[config.mk]
export PLATFORM = sky130hd
export DESIGN_NAME = frame_auto_ack_with_phase
export DESIGN_NICKNAME = d
export VERILOG_FILES = /design/src/hw/rtl/faap_pkg.sv /design/src/hw/rtl/frame_auto_ack_with_phase.sv /design/src/hw/rtl/faap_front.sv /design/src/hw/rtl/faap_queue.sv /design/src/hw/rtl/faap_back.sv
export SDC_FILE = /design/constraint.sdc
export NUM_CORES = 1
export LEC_CHECK = 0
export ABC_AREA = 1
export BUFFER_PORTS_ARGS = -buffer_cell sky130_fd_sc_hd__buf_2
export CAP_MARGIN = 5
export CORE_ASPECT_RATIO = 2
export CORE_MARGIN = 2
export CORE_UTILIZATION = 35
export CTS_CLUSTER_SIZE = 40
export DETAILED_ROUTE_END_ITERATION = 6
export MAX_ROUTING_LAYER = met4
export PLACE_DENSITY = 0.65
export SLEW_MARGIN = 20
export SYNTH_ARGS = -nofsm -noshare
export SYNTH_HDL_FRONTEND = slang
export SYNTH_SLANG_ARGS = --single-unit
[constraint.sdc]
create_clock -name clk_i -period 4.9 [get_ports clk_i]
set_input_delay 0.98 -clock clk_i [delete_from_list [all_inputs] [get_ports clk_i]]
set_output_delay 0.98 -clock clk_i [all_outputs]
set_load 0.05 [all_outputs]
[src/hw/rtl/faap_pkg.sv]
// shared types and constants of the auto ack block
package faap_pkg;

  localparam int unsigned AckLen = 13;
  localparam int unsigned IdxW = $clog2(AckLen);
  localparam logic [IdxW-1:0] IdxLast = IdxW'(AckLen - 1);

  localparam logic [2:0] FT_DATA = 3'd1;
  localparam logic [2:0] FT_ACK = 3'd2;
  localparam int unsigned AckReqBit = 5;

  localparam logic [7:0] ACK_FCF_LO = 8'h02;
  localparam logic [7:0] ACK_FCF_HI = 8'h00;
  localparam logic [7:0] ACKED_SEQ_RST = 8'hff;

  typedef enum logic [0:0] {
    CFG_NODE_ADDRESS = 1'b0,
    CFG_IS_ROOT      = 1'b1
  } cfg_idx_e;

  typedef struct packed {
    logic        command;
    logic [7:0]  frame_control;
    logic [7:0]  seq_number;
    logic [63:0] addr_window;
    logic [15:0] tail_window;
    logic [15:0] now_time;
    logic [15:0] cycle_start;
    logic        sending_unicast;
    logic [63:0] expected_receiver;
  } in_t;

  typedef struct packed {
    logic        ack_valid;
    logic [7:0]  ack_byte;
    logic        ack_last;
    logic        target_updated;
    logic [15:0] phase_target;
    logic [7:0]  acked_seq;
  } out_t;

  // classified item handed from the front to the back
  typedef struct packed {
    logic        send_ack;
    logic        upd;
    logic [7:0]  seq;
    logic [15:0] phase;
    logic [15:0] phase_target;
    logic [7:0]  acked_seq;
  } job_t;

endpackage

[src/hw/rtl/frame_auto_ack_with_phase.sv]
// top level of the 802.15.4 auto ack block with phase report
// usage:
//   input channel in_valid_i / in_ready_o carries one received header or an
//   ack-sent notice per item; output channel out_valid_o / out_ready_i
//   carries one result per handshake.
//   a data frame asking for an ack to this node yields 13 results (one ack
//   byte each, ack_last on the 13th); every other item yields one result.
//   the first result of an item passes through the queue and then the
//   output register before it appears.
//   throughput: one result per cycle while out_ready_i is high, set by the
//   single output register; an ack item takes 13 results, other items one.
//   a two-entry queue lets the front keep taking items while the back is
//   busy or stalled; in_ready_o falls only when that queue is full.
//   when the receiver holds out_ready_i low the current result stays put
//   and the back end waits.
//   reset clears the queue and output, node_address and is_root to zero,
//   the phase target to zero and the acked sequence number to 0xff.
//   config writes via cfg_we_i / cfg_idx_i / cfg_data_i take effect at once
//   and are meant for idle periods only.
module frame_auto_ack_with_phase (
  input  logic            clk_i,
  input  logic            rst_ni,
  input  logic            cfg_we_i,
  input  logic            cfg_idx_i,
  input  logic [63:0]     cfg_data_i,
  input  logic            in_valid_i,
  output logic            in_ready_o,
  input  faap_pkg::in_t   in_data_i,
  output logic            out_valid_o,
  input  logic            out_ready_i,
  output faap_pkg::out_t  out_data_o
);
  import faap_pkg::*;

  job_t        push_job;
  job_t        head_job;
  logic        push;
  logic        pop;
  logic        full;
  logic        head_valid;
  logic [63:0] node_address;

  assign in_ready_o = !full;
  assign push       = in_valid_i && !full;

  faap_front u_front (
    .clk_i          (clk_i),
    .rst_ni         (rst_ni),
    .cfg_we_i       (cfg_we_i),
    .cfg_idx_i      (cfg_idx_i),
    .cfg_data_i     (cfg_data_i),
    .push_i         (push),
    .item_i         (in_data_i),
    .job_o          (push_job),
    .node_address_o (node_address)
  );

  faap_queue u_queue (
    .clk_i   (clk_i),
    .rst_ni  (rst_ni),
    .push_i  (push),
    .job_i   (push_job),
    .full_o  (full),
    .pop_i   (pop),
    .valid_o (head_valid),
    .job_o   (head_job)
  );

  faap_back u_back (
    .clk_i          (clk_i),
    .rst_ni         (rst_ni),
    .job_valid_i    (head_valid),
    .job_i          (head_job),
    .node_address_i (node_address),
    .pop_o          (pop),
    .out_valid_o    (out_valid_o),
    .out_ready_i    (out_ready_i),
    .out_data_o     (out_data_o)
  );

endmodule

[src/hw/rtl/faap_front.sv]
// front end: config registers, item classification and state updates
module faap_front (
  input  logic               clk_i,
  input  logic               rst_ni,
  input  logic               cfg_we_i,
  input  logic               cfg_idx_i,
  input  logic [63:0]        cfg_data_i,
  input  logic               push_i,
  input  faap_pkg::in_t      item_i,
  output faap_pkg::job_t     job_o,
  output logic [63:0]        node_address_o
);
  import faap_pkg::*;

  logic [63:0] node_address_q;
  logic        is_root_q;
  logic [15:0] target_q, target_d;
  logic [7:0]  acked_q, acked_d;
  logic [63:0] swapped;
  logic [63:0] dest;
  logic [15:0] diff;
  logic [2:0]  ftype;
  logic        upd;
  logic        send_ack;
  logic [15:0] phase;

  always_comb begin
    for (int i = 0; i < 8; i++) begin
      swapped[63-8*i -: 8] = item_i.addr_window[8*i +: 8];
    end
  end

  assign dest  = {item_i.tail_window, item_i.addr_window[63:16]};
  assign ftype = item_i.frame_control[2:0];
  assign diff  = item_i.cycle_start - item_i.now_time;

  always_comb begin
    target_d = target_q;
    acked_d  = acked_q;
    upd      = 1'b0;
    send_ack = 1'b0;
    phase    = '0;
    if (!is_root_q && diff[15]) begin
      phase = item_i.now_time - item_i.cycle_start;
    end
    if (item_i.command) begin
      acked_d = item_i.seq_number;
    end else if (ftype == FT_ACK && item_i.sending_unicast) begin
      if (swapped == item_i.expected_receiver) begin
        upd      = 1'b1;
        target_d = item_i.tail_window;
      end
    end else if (ftype == FT_DATA && item_i.frame_control[AckReqBit]
                 && dest == node_address_q) begin
      send_ack = 1'b1;
    end
  end

  assign job_o.send_ack     = send_ack;
  assign job_o.upd          = upd;
  assign job_o.seq          = item_i.seq_number;
  assign job_o.phase        = phase;
  assign job_o.phase_target = target_d;
  assign job_o.acked_seq    = acked_d;
  assign node_address_o     = node_address_q;

  always_ff @(posedge clk_i or negedge rst_ni) begin
    if (!rst_ni) begin
      node_address_q <= '0;
      is_root_q      <= 1'b0;
      target_q       <= '0;
      acked_q        <= ACKED_SEQ_RST;
    end else begin
      if (cfg_we_i) begin
        case (cfg_idx_e'(cfg_idx_i))
          CFG_NODE_ADDRESS: node_address_q <= cfg_data_i;
          CFG_IS_ROOT:      is_root_q      <= cfg_data_i[0];
          default:          ;
        endcase
      end
      if (push_i) begin
        target_q <= target_d;
        acked_q  <= acked_d;
      end
    end
  end

endmodule

[src/hw/rtl/faap_queue.sv]
// two-entry queue between the front and the back
module faap_queue (
  input  logic            clk_i,
  input  logic            rst_ni,
  input  logic            push_i,
  input  faap_pkg::job_t  job_i,
  output logic            full_o,
  input  logic            pop_i,
  output logic            valid_o,
  output faap_pkg::job_t  job_o
);
  import faap_pkg::*;

  job_t       mem_q [2];
  logic       wr_q;
  logic       rd_q;
  logic [1:0] cnt_q;

  assign full_o  = cnt_q[1];
  assign valid_o = (cnt_q != 2'd0);
  assign job_o   = mem_q[rd_q];

  always_ff @(posedge clk_i) begin
    if (push_i) begin
      mem_q[wr_q] <= job_i;
    end
  end

  always_ff @(posedge clk_i or negedge rst_ni) begin
    if (!rst_ni) begin
      wr_q  <= 1'b0;
      rd_q  <= 1'b0;
      cnt_q <= '0;
    end else begin
      if (push_i) begin
        wr_q <= ~wr_q;
      end
      if (pop_i) begin
        rd_q <= ~rd_q;
      end
      if (push_i && !pop_i) begin
        cnt_q <= cnt_q + 2'd1;
      end else if (pop_i && !push_i) begin
        cnt_q <= cnt_q - 2'd1;
      end
    end
  end

endmodule

[src/hw/rtl/faap_back.sv]
// back end: emits results of queued items through an output register
module faap_back (
  input  logic            clk_i,
  input  logic            rst_ni,
  input  logic            job_valid_i,
  input  faap_pkg::job_t  job_i,
  input  logic [63:0]     node_address_i,
  output logic            pop_o,
  output logic            out_valid_o,
  input  logic            out_ready_i,
  output faap_pkg::out_t  out_data_o
);
  import faap_pkg::*;

  logic [IdxW-1:0] idx_q, idx_d;
  logic            out_valid_q, out_valid_d;
  out_t            out_q;
  out_t            res;
  logic            adv;
  logic            last;
  logic [7:0]      byte_sel;
  logic [2:0]      nsel;

  assign adv  = !out_valid_q || out_ready_i;
  assign last = !job_i.send_ack || (idx_q == IdxLast);
  assign nsel = 3'(idx_q - IdxW'(3));

  always_comb begin
    case (idx_q) inside
      IdxW'(0):             byte_sel = ACK_FCF_LO;
      IdxW'(1):             byte_sel = ACK_FCF_HI;
      IdxW'(2):             byte_sel = job_i.seq;
      [IdxW'(3):IdxW'(10)]: byte_sel = node_address_i[8*(3'd7 - nsel) +: 8];
      IdxW'(11):            byte_sel = job_i.phase[7:0];
      IdxW'(12):            byte_sel = job_i.phase[15:8];
      default:              byte_sel = '0;
    endcase
  end

  always_comb begin
    res.ack_valid      = job_i.send_ack;
    res.ack_byte       = job_i.send_ack ? byte_sel : 8'h00;
    res.ack_last       = last;
    res.target_updated = job_i.upd;
    res.phase_target   = job_i.phase_target;
    res.acked_seq      = job_i.acked_seq;
  end

  assign pop_o = adv && job_valid_i && last;

  always_comb begin
    idx_d       = idx_q;
    out_valid_d = out_valid_q;
    if (adv) begin
      out_valid_d = job_valid_i;
      if (job_valid_i) begin
        idx_d = last ? '0 : idx_q + IdxW'(1);
      end
    end
  end

  always_ff @(posedge clk_i or negedge rst_ni) begin
    if (!rst_ni) begin
      idx_q       <= '0;
      out_valid_q <= 1'b0;
    end else begin
      idx_q       <= idx_d;
      out_valid_q <= out_valid_d;
    end
  end

  always_ff @(posedge clk_i) begin
    if (adv && job_valid_i) begin
      out_q <= res;
    end
  end

  assign out_valid_o = out_valid_q;
  assign out_data_o  = out_q;

endmodule

==> summary.md, run 1 <==
| Metric | Value |
|---|---|
| Fin util | 42.79% |
| Fmax | 319.2 MHz |
| Via count | 12067 |
| FP Rows | 101 |
| Setup total negative slack | 0 ps |
| Largest net degree at the start of global routing | 104 |
| Busiest grt layer | met2 |
| GRT overflow | 0 |
| Die X | 142.8 um |
| Post-CTS sizing | 0 |
| Initial Util | 35.55% |
| Element type at the critical path start | register |
| Syn_area_per_cell | 8.207 um^2 |
| Worst hold slack | 480.5 ps |
| RSZ-0062 raised after global routing | false |
| Worst-path maximum fanout | 27 |
| TritonCTS clock tree | yes |
| Register area share after synthesis | 48.35% |
| DR WL/cell | 20.52 um |
| Deepest clock path buffer count | 3 |
| H-tree levels | 1 |
| Status | finished, final reports clean |
| Worst-path clk slew | 70 ps |
| Total number of yosys warnings | 0 |
| Die Height | 281.5 um |
| CP startpoint | u_back.idx_q[0]$_DFFE_PN0P_ |
| Power density over cell area | 464.4 mW/mm^2 |
| Leakage | 7.960 nW |
| CTS root buf | clkbuf_16 |
| Gpl congestion | 0.9699 |
| Initial antenna violation count | 7 |
| Global Route met2 Usage | 46.65% |
| Synthesized netlist cell count | 1642 |
| 1st-iter DRT viols | 783 |
| Register area | 0.006516 mm^2 |
| Synth cell types | 45 |
| Core Box Area | 0.03791 mm^2 |
| Postcts setup bufs | 0 |
| GR Util met1 | 25.45% |
| Reg2reg start | u_back.idx_q[0]$_DFFE_PN0P_ |
| Fill count | 3885 |
| Critical path arrival | 3390 ps |
| Fraction of layout instances using a drive strength above 1 | 21.17% |
| Final #Nets | 2225 |
| Multi-input logic area | 0.005829 mm^2 |
| Final hold vios | 0 |
| Flops & latches, synth | 233 |
| TritonCTS Sinks | 233 |
| Vias per Instance | 5.009 |
| DRC errors left | 0 |
| VDD IR max | 0.2224 mV |
| Final setup viols | 0 |
| Total track usage | 25.11% |
| WL final | 49440 um |
| Worst Path Required | 5160 ps |
| Least-Margin Pin Slew | 916.4 ps |
| ANT nets after route | 0 |
| Layout area overhead | 20.37% |
| Post-Syn Nets | 1942 |
| Layout Skew | 11.45 ps |
| Worst-Skew Late Latency | 520 ps |
| Slew HR | 38.91% |
| Worst setup EP type | register |
| Max cap viols | 0 |
| Final Critical Period | 3133 ps |
| Final HPWL DP | 41250 um |
| # hold bufs at CTS | 0 |
| First-pass GRT wire length | 71810 um |
| CTS buffer count | 22 |
| DRT Pass-1 Iters | 5 |
| Hold Startpoint | u_front.target_q[3]$_DFFE_PN0P_ |
| M3 GR Usage | 2.565% |
| Post-synthesis cell area | 0.01348 mm^2 |
| Kind of critical path | register to register |
| Die ar. | 0.04018 mm^2 |
| Vias in the first global route | 11947 |
| I/O Pins | 301 |
| Fin crit share | 63.94% |
| Max Slew Vio Count | 0 |
| Class of the worst hold path | register to register |
| # port buffers | 296 |
-- synth_stat cells (all sizes together) --
cell	number	area share (%)
nand2	464	13
inv	244	6.8
nor2	154	4.5
edfxtp	135	30
a21oi	95	3.6
dfrtp	90	17
o21ai	75	2.8
nand3	58	2.2
nand4	40	1.9
xnor2	37	2.4
ha	35	3.2
clkbuf	30	1.1
o22ai	28	1.3
mux2	25	2.1
xor2	20	1.3
and2	17	0.79
buf	16	0.79
o211ai	15	0.84
nor3	12	0.48
a31oi	10	0.46
nor4	9	0.46
dfstp	8	1.6
nand3b	6	0.36
or2	5	0.23
a21o	4	0.22
o2111ai	3	0.20
and3	2	0.093
clkinv	1	0.028
fa	1	0.15
nor3b	1	0.056
o221ai	1	0.065
o31ai	1	0.056
-- routing by layer --
| layer | share of wire (%) | vias up |
|---|---|---|
| met5 | 0 | - |
| met4 | 6.4 | 0 |
| met3 | 4.1 | 119 |
| met2 | 54 | 402 |
| met1 | 35 | 5629 |
| li1 | - | 5917 |
-- critical path, stage by stage (launching register included) --
cell	delay, ps
dfrtp_1	360
clkinv_1	270
ha_1	1000
inv_1	300
a21oi_1	210
o21ai_0	120
nand3_1	110
nand3_1	120
nand2_1	100
nand2_1	50
a31oi_1	170
nor2_1	60
-- cells in the final DEF, fill, tap and decap left out, types with 35 or more instances in the layout --
cell,netlist,routed
edfxtp_1,135,135
inv_1,241,241
nand2_1,450,449
nand3_1,57,57
o21ai_0,72,72
dfrtp_1,90,90
xnor2_1,37,37
nor2_1,151,149
buf_2,7,295
nand4_1,40,40
ha_1,35,35
a21oi_1,94,93
-- logic make-up after synthesis --
| family | after synthesis | share of synthesized area, % |
|---|---|---|
| xor gates and xnor gates | 57 | 3.704 |
| and+or+nand+nor | 768 | 24.22 |
| buffers and inverters | 291 | 8.755 |
| muxes | 25 | 2.089 |
| AOI/OAI and AO/OA | 232 | 9.479 |
| adders and majority gates | 36 | 3.398 |
| DFF | 233 | 48.35 |
-- registers in the layout, summed over array words and instances, names as in the netlist --
name and flops:
u_back.out_valid_o 1, u_front.node_address_o 64, u_front.target_q 16, u_back.out_data_o 35, u_front.acked_q 8, u_back.idx_q 4
u_queue.cnt_q 2, u_queue.wr_q 1, u_queue.rd_q 1, u_queue.mem_q 100, u_front.is_root_q 1
-- final timing paths --
| kind | depth (start not counted) | endpoint | slack (ps) |
|---|---|---|---|
| min | 2 | u_front.target_q[3]$_DFFE_PN0P_ | 480 |
| min in group asynchronous | 1 | u_queue.cnt_q[1]$_DFFE_PN0P_ | 540 |
| max reg2reg | 11 | u_back.out_data_o[27]$_SDFFCE_PN0P_ | 1770 |
| max | 11 | u_back.out_data_o[27]$_SDFFCE_PN0P_ | 1770 |
| max in group asynchronous | 2 | u_front.is_root_q$_DFFE_PN0P_ | 3300 |
| min reg2reg | 2 | u_front.target_q[3]$_DFFE_PN0P_ | 480 |
-- where the power goes --
part	switching [mW]	internal (mW)	leakage, nW
Combinational	2.04	0.738	5.13
Sequential	0.206	2.65	2.44
Clock	0.758	1.15	0.395
Total	3.01	4.53	7.96
-- cell type report --
cell class | instances | share of cell area [%]
Antenna cell | 5 | 0.07713
Clock buffer | 25 | 3.656
Clock inverter | 15 | 1.358
Inverter | 245 | 5.669
Multi-Input combinational cell | 1118 | 35.94
Sequential cell | 233 | 40.17
Tap cell | 463 | 3.571
Timing Repair Buffer | 305 | 9.564
-- metrics by stage --
step	setup slack (ps)	power, mW	instances	instance area (um^2)
after global placement	1641	5.630	2364	15380
after floorplan	710.8	4.784	1642	13480
after global routing	1626	7.942	2409	16220
after CTS	1835	7.582	2404	16190
final	1767	7.534	2409	16220
after detailed placement	1608	5.679	2364	15380
Power figures use the tool's default switching activity.
==> run 2: changes to the inputs <==
- PLACE_DENSITY: 0.65 -> 0.67
- clock period: 4.9 -> 2.7 ns (I/O delays scaled with it)
==> run 2 against run 1 <==
Global-route usage is 0.66 points higher. Sequential share of layout area down 0.38 points. Critical path depth up 1. Register-to-register slack got worse by 1400 ps. Cell count is 1.2% higher.
==> summary.md, run 2 (same netlist as run 1, synthesis figures left out) <==
| Metric | Value |
|---|---|
| Setup slack after layout | 329.7 ps (-1437 ps) |
| # hold bufs at CTS | 1 (+1) |
| Max FFs per register | 100 (unchanged) |
| Initial antenna violation count | 14 (+7) |
| Most frequent cells in the layout | 449 x nand2_1, 295 x buf_2, 241 x inv_1 |
| Fin crit share | 87.79% (+24 points) |
| DRC errors left | 0 (unchanged) |
| Vias in the first global route | 12406 (+3.8%) |
| # port buffers | 296 (unchanged) |
| Final Critical Period | 2370 ps (-762.8 ps) |
| Kind of critical path | register to register |
| Layout Skew | 13.58 ps (+2.127 ps) |
| Deepest clock path buffer count | 3 (unchanged) |
| Via count | 12338 (+2.2%) |
| Die X | 142.8 um (unchanged) |
| DP Area | 0.01556 mm^2 (+1.2%) |
| DRT Pass-1 Iters | 5 (unchanged) |
| Worst-path maximum fanout | 27 (unchanged) |
| Worst Path Required | 2970 ps (-2190 ps) |
| Setup slack, reg-to-reg | 330 ps (-1440 ps) |
| Least-Margin Pin Slew | 916.4 ps (+0.06664 ps) |
| Element type at the critical path start | register |
| Max Slew Vio Count | 0 (unchanged) |
| Worst-Skew Late Latency | 530 ps (about the same) |
| Slew HR | 38.91% (about the same) |
| Fraction of layout instances using a drive strength above 1 | 21.88% (+0.71 points) |
| VDD IR max | 0.5374 mV (+140%) |
| WL final | 50380 um (+1.9%) |
| Fmax | 421.9 MHz (+32%) |
| Postcts setup bufs | 0 (unchanged) |
| ANT nets after route | 0 (unchanged) |
| Final setup viols | 0 (unchanged) |
| Vias per Instance | 5.061 (+1.0%) |
| DR WL/cell | 20.66 um (+0.69%) |
| TritonCTS clock tree | yes |
| CTS root buf | clkbuf_16 |
| RSZ-0062 raised after global routing | false |
| First-pass GRT wire length | 73910 um (+2.9%) |
| Largest register by flop count | u_queue.mem_q |
| Core Box Area | 0.03791 mm^2 (unchanged) |
| Initial Util | 35.55% (unchanged) |
| Largest net degree at the start of global routing | 82 (-21%) |
| Fin util | 43.19% (+0.41 points) |
| I/O Pins | 301 (unchanged) |
| Status | finished, final reports clean |
| Critical path arrival | 2640 ps (-750 ps) |
| FP Rows | 101 (unchanged) |
| Worst setup EP type | register |
| CTS buffer count | 23 (+4.5%) |
| Die ar. | 0.04018 mm^2 (unchanged) |
| TritonCTS Sinks | 233 (unchanged) |
| Gpl congestion | 0.9377 (-3.3%) |
| Post-CTS sizing | 0 (unchanged) |
| GRT overflow | 0 (unchanged) |
| Most common library cell in the layout ignoring fill and taps | nand2_1 |
| 1st-iter DRT viols | 793 (+1.3%) |
| Layout area overhead | 21.51% |
| Power density over cell area | 834.3 mW/mm^2 (+80%) |
| Final #Nets | 2248 (+1.0%) |
| Die Height | 281.5 um (unchanged) |
| Max cap viols | 0 (unchanged) |
| Final HPWL DP | 42290 um (+2.5%) |
| Class of the worst hold path | input pin to register |
| H-tree levels | 1 (unchanged) |
| Final instance area | 0.01638 mm^2 (+0.95%) |
| Worst-path clk slew | 70 ps (about the same) |
| Total track usage | 25.77% (+0.66 points) |
| Leakage | 8.060 nW (+1.3%) |
| Final hold vios | 0 (unchanged) |
| Worst slack, placed | 132.8 ps (-1475 ps) |
| Worst hold slack | 213.1 ps (-267.4 ps) |
-- run 2: changes by cell type in the layout (fill, tap and decap cells not counted), moves of 2 or more --
cell / change
diode_2: +5
clkinvlp_2: -2
clkinvlp_4: +2
clkinv_2: +4
buf_12: +2
clkinv_4: -2
buf_4: +19
clkinv_1: +2
-- run 2: final cells by class --
class                   count  area, um^2
flip-flops and latches    233        6516
fillers                  3900       21540
repair buffers            327        1744
inverters                 245       919.6
clock inverters            17       193.9
clock buffers              25       583.1
well taps                 463       579.3
multi-input cells        1118        5814
diodes                     10       25.02
-- run 2: path summary, 6_finish.rpt --
path	start	depth (start not counted)	to
worst max-delay path	u_back.idx_q[1]$_DFFE_PN0P_	12	u_back.out_data_o[27]$_SDFFCE_PN0P_
worst min-delay path	in_data_i[184]	1	u_queue.mem_q[1][47]$_DFFE_PP_
worst max register to register	u_back.idx_q[1]$_DFFE_PN0P_	12	u_back.out_data_o[27]$_SDFFCE_PN0P_
worst min register to register	u_front.target_q[0]$_DFFE_PN0P_	2	u_front.target_q[0]$_DFFE_PN0P_
max in group asynchronous	rst_ni	3	u_front.node_address_o[2]$_DFFE_PN0P_
min in group asynchronous	rst_ni	2	u_back.out_valid_o$_DFFE_PN0P_
-- run 2: metrics by stage --
stage,instances,power (mW),setup TNS (ps)
after floorplan,1642,8.680,-23430
after global placement,2385,10.32,0
after detailed placement,2385,10.41,0
after CTS,2428,13.76,0
after global routing,2438,14.40,0
final,2438,13.66,0
-- run 2: critical path: stages, from the launching register on --
cell and delay (ps):
dfrtp_1 400, inv_1 110, ha_1 290, buf_4 300, inv_1 210, a21oi_1 140, o21ai_0 90, nand3_1 130
nand3_1 120, nand2_1 80, nand2_1 40, a31oi_1 140, nor2_1 60
-- run 2: per-layer routing --
layer / track usage [%] / up-vias / routed length, um
met5: - / - / 0
met4: 16.27 / 0 / 3715
met3: 1.919 / 139 / 1919
met2: 47.30 / 436 / 27140
met1: 26.11 / 5787 / 17600
li1: - / 5976 / -
-- run 2: report_power, final --
group | internal (mW) | switching [mW] | total [mW]
clock | 1.95 | 1.38 | 3.33
combinational | 1.40 | 3.78 | 5.18
sequential | 4.80 | 0.348 | 5.15
total | 8.15 | 5.51 | 13.7
